$ cat src/rtl/sti_div_step.sv
// One registered restoring-division step: one quotient bit per stage.
module sti_div_step #(
  parameter int unsigned REM_W = 43,
  parameter int unsigned QUO_W = 20
) (
  input  logic             clk_i,
  input  logic             en_i,
  input  logic [REM_W-1:0] rem_i,
  input  logic [QUO_W-1:0] quo_i,
  input  logic [REM_W-1:0] den_i,
  output logic [REM_W-1:0] rem_o,
  output logic [QUO_W-1:0] quo_o,
  output logic [REM_W-1:0] den_o
);

  logic [REM_W:0]   rem2;
  logic             ge;
  logic [REM_W:0]   diff;
  logic [REM_W-1:0] rem_d;
  logic [QUO_W-1:0] quo_d;
  logic [REM_W-1:0] rem_q;
  logic [QUO_W-1:0] quo_q;
  logic [REM_W-1:0] den_q;

  always_comb begin
    rem2  = {rem_i, 1'b0};
    ge    = rem2 >= {1'b0, den_i};
    diff  = rem2 - {1'b0, den_i};
    rem_d = ge ? diff[REM_W-1:0] : rem2[REM_W-1:0];
    quo_d = {quo_i[QUO_W-2:0], ge};
  end

  always_ff @(posedge clk_i) begin
    if (en_i) begin
      rem_q <= rem_d;
      quo_q <= quo_d;
      den_q <= den_i;
    end
  end

  assign rem_o = rem_q;
  assign quo_o = quo_q;
  assign den_o = den_q;

endmodule
$ cat config.mk
export PLATFORM = sky130hd
export DESIGN_NAME = sti_div_step
export DESIGN_NICKNAME = d
export VERILOG_FILES = /design/src/rtl/sti_div_step.sv
export SDC_FILE = /design/constraint.sdc
export NUM_CORES = 1
export LEC_CHECK = 0
export BUFFER_PORTS_ARGS = -buffer_cell sky130_fd_sc_hd__clkbuf_2
export CAP_MARGIN = 5
export CORE_MARGIN = 2
export CORE_UTILIZATION = 51
export DETAILED_ROUTE_END_ITERATION = 7
export PLACE_DENSITY = 0.77
export SLEW_MARGIN = 40
export SYNTH_ARGS = -nofsm -noshare
export SYNTH_HDL_FRONTEND = slang
export SYNTH_SLANG_ARGS = --single-unit
export TNS_END_PERCENT = 1
$ cat constraint.sdc
create_clock -name clk_i -period 3.1 [get_ports clk_i]
set_input_delay 0.465 -clock clk_i [delete_from_list [all_inputs] [get_ports clk_i]]
set_output_delay 0.465 -clock clk_i [all_outputs]
set_load 0.01 [all_outputs]
==> run_results.csv, run 1 <==
group,metric,value,unit
sta,timing.final.hold_violations,0,
clocking,cts_tree,"built",
place,place.gp.congestion,0.864,
grt,grt_first_pass_wirelength,24200,um
detailed_routing,vias,5215,
clocking,cts-hold-fix-buffers,0,
place,placed_cell_area,0.00778,mm^2
logic_synthesis,avgSynthCellArea,10.9,um^2
logic_synthesis,postSynthNetCount,721,
logic_synthesis,ys_types,59,
layout,design_area_final,0.00807,mm^2
clocking,post_cts.repair.setup_buffers,0,
logic_synthesis,postSynth.asyncResetShare,0,%
floorplan,start_util,52.0,%
layout,antennaDiodeCount,0,
floorplan,die_h,114,um
floorplan,pin_count,214,
setup_path,timing.setup.critical_path_class,"in -> reg",
grt,pin_count_of_the_biggest_net_entering_global_routing,47,
min_path,hold_path_depth,1,
power_and_ir_drop,cellLeakagePower,3.72,nW
layout,fin_util,67.5,%
sta,post-route-period-util,93.1,%
logic_synthesis,yosysMostFrequentCell,"sky130_fd_sc_hd__edfxtp_1",
layout,synthToLayoutAreaGrowth,29.6,%
grt,gr-total-overflow,0,
status,outcome,"finished clean",
logic_synthesis,netlist_area,0.00622,mm^2
logic_synthesis,synthesis_stage_register_bit_count,106,
clocking,clock_path_buffers,2,
detailed_routing,length_of_the_first_detailed_routing_pass_in_iterations,5,
detailed_routing,final_antenna_net_count,0,
clocking,clk_pin_slew_worst_paths,0.08,ns
layout,area.sequential,0.00318,mm^2
run,cap_violations,0,
logic_synthesis,yosys_warnings,0,
grt,grt_antenna_before_repair,0,
logic_synthesis,synth_enable_flop_cells,106,
logic_synthesis,synth_sequential_area_ratio,51.1,%
power_and_ir_drop,irDropWorstVdd,0.000280,V
floorplan,rows,40,
detailed_routing,detail_route.drc_violations,0,
min_path,holdCritPathClass,"in -> reg",
setup_path,critical_path_arrival,3.00,ns
setup_path,endpoint_kind,"flip-flop",
clocking,cts_repair_resize_count,0,
floorplan,core_region_area,0.0120,mm^2
setup_path,required,3.21,ns
floorplan,fp.dieArea,0.0131,mm^2
grt,overall_track_demand_over_capacity_in_global_routing,23.7,%
sta,timing.slew.headroom,70.0,%
layout,final.fill_count,943,
detailed_routing,wl_per_cell,15.8,um
logic_synthesis,synth_flop_cell,"sky130_fd_sc_hd__edfxtp_1",
sta,worstMarginPinSlew,0.450,ns
clocking,clock_sinks,106,
logic_synthesis,synthCells,569,
logic_synthesis,synth.top_cell.area_share,51.1,%
logic_synthesis,synth_area_leader_cell,"sky130_fd_sc_hd__edfxtp_1",
sta,timing_max_transition_violations_final,0,
sta,finalWorstPathRequiredPeriod,2.89,ns
detailed_routing,number_of_design_rule_violations_left_by_the_first_detailed_router_iteration,325,
layout,number_of_nets_in_the_final_layout,983,
sta,grt_setup_unrepaired,"false",
floorplan,die-width,114,um
layout,multi_input_area,0.00268,mm^2
place,detailed_place_hpwl,12400,um
clocking,count_of_h_tree_levels_built_during_cts,3,
layout,post_route_cells_drive_above_1_share,37.4,%
sta,setup_viol_count_final,0,
power_and_ir_drop,pwr_density_cell,504,mW/mm^2
clocking,clk_root_buffer_cell,"sky130_fd_sc_hd__clkbuf_16",
setup_path,critPathLaunchType,"primary input",
logic_synthesis,synth.cells.most_frequent,"sky130_fd_sc_hd__edfxtp_1 (106), sky130_fd_sc_hd__nand2_1 (63), sky130_fd_sc_hd__inv_1 (56), sky130_fd_sc_hd__a21oi_1 (48), sky130_fd_sc_hd__ha_1 (43)",
setup_path,crit_fanout,3,
logic_synthesis,netlist_top_cells_area,"sky130_fd_sc_hd__edfxtp_1 (51%), sky130_fd_sc_hd__ha_1 (8.6%), sky130_fd_sc_hd__a21oi_1 (3.9%)",
detailed_routing,avgViaCountPerCell,5.31,
detailed_routing,route.final.wire_length,15500,um
sta,clock.fmax,347,MHz
grt,first_global_vias,5119,
clocking,cts-buffers-inserted,9,
place,io_buffer_count,212,
## power by group
group / total [W] / internal, W / leakage, nW / switching (W)
clock: 0.00113 / 0.000561 / 0.132 / 0.000573
sequential: 0.00182 / 0.00177 / 1.04 / 0.0000435
combinational: 0.00111 / 0.000492 / 2.55 / 0.000620
total: 0.00406 / 0.00283 / 3.72 / 0.00124
## sequential cells by signal (all words and copies together) (netlist names)
name	flops
den_o	43
quo_o	20
rem_o	43
## final timing paths
path                      from        end  slack [ns]
worst max-delay path  den_i[0]  rem_o[30]        0.21
worst min-delay path  quo_i[8]   quo_o[9]        0.28
## through the flow
stage	instances	power [W]	worst slack, ns	TNS (ns)	hold WS, ns
floorplan	569	0.00249	0.181	0	0.564
detailed placement	967	0.00296	-0.150	-2.94	0.644
global route	983	0.00425	0.0339	0	0.269
finish	983	0.00406	0.215	0	0.275
CTS	983	0.00408	0.189	0	0.267
global placement	967	0.00293	-0.117	-3.34	0.643
## cell usage in the layout (no fill, tap or decap), types with 2 or more instances in the layout
cell type                      n
sky130_fd_sc_hd__a2111oi_2     2
sky130_fd_sc_hd__a211oi_1      6
sky130_fd_sc_hd__a21o_1       14
sky130_fd_sc_hd__a21oi_1      48
sky130_fd_sc_hd__a21oi_2       3
sky130_fd_sc_hd__a31oi_1       3
sky130_fd_sc_hd__and3_1        2
sky130_fd_sc_hd__and4_4        2
sky130_fd_sc_hd__buf_12        2
sky130_fd_sc_hd__buf_4        57
sky130_fd_sc_hd__clkbuf_16     9
sky130_fd_sc_hd__clkbuf_2    211
sky130_fd_sc_hd__clkinvlp_4    3
sky130_fd_sc_hd__edfxtp_1    106
sky130_fd_sc_hd__ha_1         43
sky130_fd_sc_hd__inv_1        56
sky130_fd_sc_hd__inv_8         2
sky130_fd_sc_hd__mux2_1        2
sky130_fd_sc_hd__nand2_1      63
sky130_fd_sc_hd__nand2b_1      2
sky130_fd_sc_hd__nand3_1      14
sky130_fd_sc_hd__nand4_1       9
sky130_fd_sc_hd__nor2_1       19
sky130_fd_sc_hd__nor2b_1       2
sky130_fd_sc_hd__nor3_1        5
sky130_fd_sc_hd__o211ai_1      4
sky130_fd_sc_hd__o21a_1        4
sky130_fd_sc_hd__o21ai_0      22
sky130_fd_sc_hd__o21ai_1      33
sky130_fd_sc_hd__o21ai_2       8
sky130_fd_sc_hd__o21bai_1     11
sky130_fd_sc_hd__o31ai_1       3
sky130_fd_sc_hd__xnor2_1      20
sky130_fd_sc_hd__xor2_1       19
## layout make-up
cell class	instances	share of cell area [%]
Sequential cell	106	39.4
Multi-Input combinational cell	388	33.2
Timing Repair Buffer	270	18.9
Clock buffer	9	2.79
Inverter	56	2.61
Tap cell	147	2.28
Clock inverter	7	0.775
## cell families after synthesis
kind of cell	count (synthesis)	synth area share, %
xor+xnor	39	5.49
flops	106	51.1
compound gates	178	19.0
buf+inv	75	5.81
mux	2	0.362
simple gates	125	9.27
fa+ha+maj	44	8.96
## critical path: stages
cell and delay (ns):
sky130_fd_sc_hd__clkbuf_2 0.10, sky130_fd_sc_hd__inv_1 0.07, sky130_fd_sc_hd__fa_1 0.43, sky130_fd_sc_hd__a211oi_1 0.27
sky130_fd_sc_hd__o21bai_1 0.17, sky130_fd_sc_hd__a221oi_4 0.34, sky130_fd_sc_hd__o211ai_2 0.16, sky130_fd_sc_hd__buf_4 0.18
sky130_fd_sc_hd__a21o_1 0.17, sky130_fd_sc_hd__a21oi_1 0.21, sky130_fd_sc_hd__o21ai_0 0.14, sky130_fd_sc_hd__xnor2_1 0.20
sky130_fd_sc_hd__o21ai_1 0.09
## layer usage
layer / part of all wire [%] / up-vias / wire (um) / global-route usage (%)
li1: - / 2614 / - / -
met1: 43 / 2404 / 6710 / 30.5
met2: 50 / 174 / 7760 / 40.6
met3: 4.8 / 23 / 753 / 3.49
met4: 1.9 / 0 / 298 / 8.54
met5: 0 / - / 0 / 0
No activity file was read; power rests on OpenSTA's default activity.
==> inputs of run 2 (changes only) <==
ABC_CLOCK_PERIOD_IN_PS = 3100   (was not set)
CORE_UTILIZATION = 35   (was 51)
PLACE_DENSITY = 0.55   (was 0.77)
==> run 2 against run 1 <==
Wire length up 4.4%. Final area rose by 1.9%. Count of clock-buffer cells in the layout up 1. Hold slack better by 0.0019 ns. Critical endpoint is now rem_o[34]. Total power up 1.8%. Sequential power hardly changed. Worst setup slack got worse by 0.014 ns. Final cell count up 8.3%. Highest routed layer unchanged.
==> run_results.csv, run 2 (synthesis gave the netlist of run 1 again) <==
group,metric,value,unit
layout,final.fill_count,1686,
layout,number_of_nets_in_the_final_layout,987,
grt,grt_antenna_before_repair,0,
sta,finalWorstPathRequiredPeriod,2.90,ns
clocking,clk_pin_slew_worst_paths,0.08,ns
detailed_routing,detail_route.drc_violations,0,
setup_path,worst_path_largest_cell_delay,0.44,ns
setup_path,timing.setup.critical_path_class,"in -> reg",
place,place_worst_setup_slack,-0.176,ns
setup_path,crit_fanout,3,
detailed_routing,route.final.wire_length,16200,um
setup_path,critical-path-slowest-cell,"sky130_fd_sc_hd__fa_1",
floorplan,start_util,35.9,%
clocking,cts-hold-fix-buffers,0,
clocking,cts_tree,"built",
layout,multi_input_area,0.00269,mm^2
setup_path,critPathLaunchType,"primary input",
sta,timing_max_transition_violations_final,0,
floorplan,die-width,137,um
detailed_routing,length_of_the_first_detailed_routing_pass_in_iterations,4,
clocking,count_of_h_tree_levels_built_during_cts,3,
grt,pin_count_of_the_biggest_net_entering_global_routing,63,
grt,gr-total-overflow,0,
place,place.gp.congestion,0.849,
sta,final.hold.worst_slack,0.277,ns
floorplan,rows,48,
clocking,clock_sinks,106,
setup_path,required,3.22,ns
place,io_buffer_count,212,
floorplan,die_h,137,um
detailed_routing,number_of_design_rule_violations_left_by_the_first_detailed_router_iteration,248,
detailed_routing,final_antenna_net_count,0,
setup_path,endpoint_kind,"flip-flop",
clocking,post_cts.repair.setup_buffers,0,
layout,area.sequential,0.00318,mm^2
sta,worstMarginPinSlew,0.623,ns
sta,post-route-period-util,93.5,%
detailed_routing,avgViaCountPerCell,4.82,
floorplan,pin_count,214,
sta,finalSetupTns,0,ns
floorplan,core_region_area,0.0174,mm^2
detailed_routing,vias,5138,
layout,most-common-layout-cells,"sky130_fd_sc_hd__clkbuf_2 (211), sky130_fd_sc_hd__edfxtp_1 (106), sky130_fd_sc_hd__nand2_1 (63), sky130_fd_sc_hd__buf_4 (61), sky130_fd_sc_hd__inv_1 (56)",
floorplan,fp.dieArea,0.0189,mm^2
place,placed_cell_area,0.00791,mm^2
layout,design_area_final,0.00822,mm^2
sta,setup_viol_count_final,0,
grt,overall_track_demand_over_capacity_in_global_routing,17.3,%
layout,final_common_cell,"sky130_fd_sc_hd__clkbuf_2",
sta,timing.final.hold_violations,0,
layout,antennaDiodeCount,0,
clocking,cts-buffers-inserted,9,
power_and_ir_drop,cellLeakagePower,3.75,nW
setup_path,critical_path_arrival,3.02,ns
sta,timing.slew.headroom,58.5,%
power_and_ir_drop,pwr_density_cell,503,mW/mm^2
layout,synthToLayoutAreaGrowth,32.1,%
place,detailed_place_hpwl,13200,um
clocking,clk_root_buffer_cell,"sky130_fd_sc_hd__clkbuf_16",
clocking,cts_repair_resize_count,0,
grt,first_global_vias,5105,
sta,worst_slack,0.200,ns
sta,clock.fmax,345,MHz
setup_path,cp_cell_sequence,"clkbuf_2 > inv_1 > fa_1 > a211oi_1 > o21bai_2 > a221oi_4 > o211ai_2 > a2111oi_2 > nor2_1 > a211oi_2 > xor2_1 > o21ai_1",
layout,post_route_cells_drive_above_1_share,38.0,%
run,cap_violations,0,
detailed_routing,wl_per_cell,15.2,um
power_and_ir_drop,irDropWorstVdd,0.000256,V
status,outcome,"finished clean",
min_path,holdCritPathClass,"in -> reg",
grt,grt_first_pass_wirelength,25100,um
clocking,clock_path_buffers,2,
run 2: cell count changes in the layout (fill, tap and decap cells not counted), sizes merged:
cell and change:
clkinvlp -2, bufinv +1, clkbuf +1, inv -1, clkinv +1, buf +4
run 2: stage by stage:
step | total power, W | util, % | instances
floorplan | 0.00249 | - | 569
global placement | 0.00296 | 45.6 | 1049
detailed placement | 0.00298 | 45.6 | 1049
CTS | 0.00419 | 47.3 | 1065
global route | 0.00438 | 47.4 | 1065
finish | 0.00413 | 47.4 | 1065
run 2: power by group:
group          internal [W]  switching (W)  total [W]
Sequential          0.00177      0.0000426    0.00182
Combinational      0.000504       0.000622    0.00113
Clock              0.000639       0.000553    0.00119
run 2: final cells by class:
cell class	count	area share (%)
sequential	106	38.7
multi-input combinational	388	32.7
timing repair buffer	274	18.9
tap	225	3.42
clock buffer	10	2.78
inverter	56	2.56
clock inverter	6	0.913
run 2: final timing paths:
| kind | start | to | slack, ns | cells past startpoint |
|---|---|---|---|---|
| worst max-delay path | den_i[0] | rem_o[34] | 0.20 | 12 |
| worst min-delay path | quo_i[4] | quo_o[5] | 0.28 | 1 |
run 2: worst max-delay path: cells and delay by family:
| family | cells | cell delay, ns |
|---|---|---|
| AO/OA/AOI/OAI | 7 | 1.61 |
| XOR/XNOR | 1 | 0.19 |
| adder cells (fa/ha/maj) | 1 | 0.44 |
| buffers and inverters | 2 | 0.18 |
| AND/OR/NAND/NOR | 1 | 0.13 |
run 2: per-layer routing:
layer / up-vias / track usage, % / part of all wire (%)
met5: - / 0 / 0
li1: 2617 / - / -
met4: 0 / 3.95 / 0.73
met2: 151 / 30.1 / 50
met1: 2360 / 21.9 / 44
met3: 10 / 3.79 / 6.1
==> inputs of run 3 (changes only) <==
CORE_ASPECT_RATIO = 0.8   (was not set)
==> run 3 against run 2 <==
Non-clock buffer count is 23 higher. Sequential share of layout area down 0.77 points. Die area barely moved. Count of clock-buffer cells in the layout stayed put. Clock power down 3%. Combinational power rose by 4%. Critical endpoint is now rem_o[5]. Largest cell class unchanged. Largest power group unchanged.
==> run_results.csv, run 3 (synthesis gave the netlist of run 1 again) <==
group,metric,value,unit
status,outcome,"finished clean",
setup_path,crit_path_frequent_cell,"sky130_fd_sc_hd__o21ai_1",
min_path,hold_path_origin,"quo_i[8]",
sta,worstMarginPinSlew,0.453,ns
layout,final_common_cell,"sky130_fd_sc_hd__clkbuf_2",
setup_path,cp_cell_sequence,"clkbuf_2 > inv_1 > fa_1 > a211oi_2 > o21bai_2 > a221oi_4 > buf_4 > o21ai_1 > o22ai_2 > o221a_4 > buf_12 > o21ai_1",
clocking,clk_pin_slew_worst_paths,0.07,ns
layout,fin_util,48.3,%
clocking,clock_path_buffers,2,
setup_path,critical-path-slowest-cell,"sky130_fd_sc_hd__fa_1",
grt,overall_track_demand_over_capacity_in_global_routing,18.1,%
clocking,cts-hold-fix-buffers,0,
place,placed_cells,1072,
layout,number_of_nets_in_the_final_layout,1010,
layout,final-instance-count-excl-fill,1088,
min_path,holdCritPathClass,"in -> reg",
setup_path,required,3.20,ns
layout,antennaDiodeCount,0,
power_and_ir_drop,irDropWorstVdd,0.000262,V
setup_path,timing.setup.critical_path_class,"in -> reg",
sta,setup_viol_count_final,0,
grt,grt_first_pass_wirelength,26900,um
layout,final.fill_count,1709,
min_path,min_delay_worst_endpoint,"quo_o[9]",
floorplan,fp.dieArea,0.0189,mm^2
clocking,cts-buffers-inserted,9,
floorplan,rows,43,
layout,synthToLayoutAreaGrowth,34.8,%
place,io_buffer_count,212,
layout,post_route_cells_drive_above_1_share,39.6,%
sta,timing.final.hold_violations,0,
floorplan,core_region_area,0.0174,mm^2
clocking,count_of_h_tree_levels_built_during_cts,3,
detailed_routing,wl_per_cell,15.5,um
power_and_ir_drop,cellLeakagePower,3.87,nW
layout,area.sequential,0.00318,mm^2
sta,timing_max_transition_violations_final,0,
clocking,cts_repair_resize_count,0,
sta,finalSetupTns,0,ns
setup_path,worst_path_largest_cell_delay,0.44,ns
clocking,clock_sinks,106,
detailed_routing,length_of_the_first_detailed_routing_pass_in_iterations,4,
sta,grt_setup_unrepaired,"false",
sta,finalWorstPathRequiredPeriod,2.90,ns
place,place.gp.congestion,0.857,
min_path,hold_path_depth,1,
detailed_routing,detail_route.drc_violations,0,
sta,timing.slew.headroom,69.8,%
sta,clock.fmax,345,MHz
floorplan,pin_count,214,
layout,multi_input_area,0.00270,mm^2
setup_path,crit_fanout,38,
detailed_routing,final_antenna_net_count,0,
layout,most-common-layout-cells,"sky130_fd_sc_hd__clkbuf_2 (211), sky130_fd_sc_hd__edfxtp_1 (106), sky130_fd_sc_hd__buf_4 (84), sky130_fd_sc_hd__nand2_1 (63), sky130_fd_sc_hd__inv_1 (56)",
detailed_routing,vias,5206,
floorplan,die-width,153,um
detailed_routing,route.final.wire_length,16800,um
sta,post-route-period-util,93.4,%
floorplan,die_h,123,um
clocking,clk_root_buffer_cell,"sky130_fd_sc_hd__clkbuf_16",
setup_path,critPathLaunchType,"primary input",
clocking,cts_tree,"built",
setup_path,critical_path_arrival,3.00,ns
power_and_ir_drop,pwr_density_cell,492,mW/mm^2
detailed_routing,avgViaCountPerCell,4.78,
grt,first_global_vias,5229,
grt,grt_antenna_before_repair,0,
clocking,post_cts.repair.setup_buffers,0,
setup_path,endpoint_kind,"flip-flop",
detailed_routing,number_of_design_rule_violations_left_by_the_first_detailed_router_iteration,278,
place,detailed_place_hpwl,13800,um
grt,pin_count_of_the_biggest_net_entering_global_routing,52,
run,cap_violations,0,
floorplan,start_util,35.8,%
grt,gr-total-overflow,0,
[run 3: per-layer routing]
metal	share of wire [%]	vias to the layer above	global-route usage, %
met5	0	-	0
met4	1.2	0	4.98
met3	5.6	13	4.14
met2	43	140	27.2
met1	50	2400	26.2
li1	-	2653	-
[run 3: worst max-delay path: cells and delay by family]
family | cells | cell delay, ns
AOI/OAI and AO/OA | 7 | 1.44
buffers and inverters | 4 | 0.59
adders and majority gates | 1 | 0.44
[run 3: per-stage QoR]
| stage | cell area [um^2] | total power (W) | setup WS [ns] | hold slack [ns] |
|---|---|---|---|---|
| final | 8390 | 0.00413 | 0.204 | 0.285 |
| after global routing | 8390 | 0.00437 | 0.0248 | 0.267 |
| after CTS | 8380 | 0.00420 | 0.185 | 0.266 |
| after detailed placement | 8080 | 0.00302 | -0.187 | 0.644 |
| after global placement | 8080 | 0.00300 | -0.220 | 0.642 |
| after floorplan | 6220 | 0.00249 | 0.181 | 0.564 |
[run 3: worst max path at each step]
stage | start | endpoint | slack (ns) | cells after the start
6_report | den_i[0] | rem_o[5] | 0.20 | 12
2_1_floorplan | den_i[0] | rem_o[34] | 0.18 | 11
3_3_place_gp | rem_i[0] | rem_o[35] | -0.22 | 13
3_5_place_dp | den_i[0] | rem_o[5] | -0.19 | 12
4_1_cts | den_i[0] | rem_o[5] | 0.19 | 12
5_1_grt | den_i[0] | rem_o[34] | 0.02 | 12
[run 3: area by class of cell]
type | count | area share (%)
Inverter | 56 | 2.51
Clock buffer | 10 | 2.73
Multi-Input combinational cell | 388 | 32.1
Tap cell | 225 | 3.36
Sequential cell | 106 | 37.9
Clock inverter | 6 | 0.775
Timing Repair Buffer | 297 | 20.6
[run 3: where the power goes]
part	leakage, nW	internal, W	switching (W)
clock network	0.143	0.000628	0.000521
registers	1.04	0.00177	0.0000404
logic	2.69	0.000525	0.000640
total	3.87	0.00293	0.00120
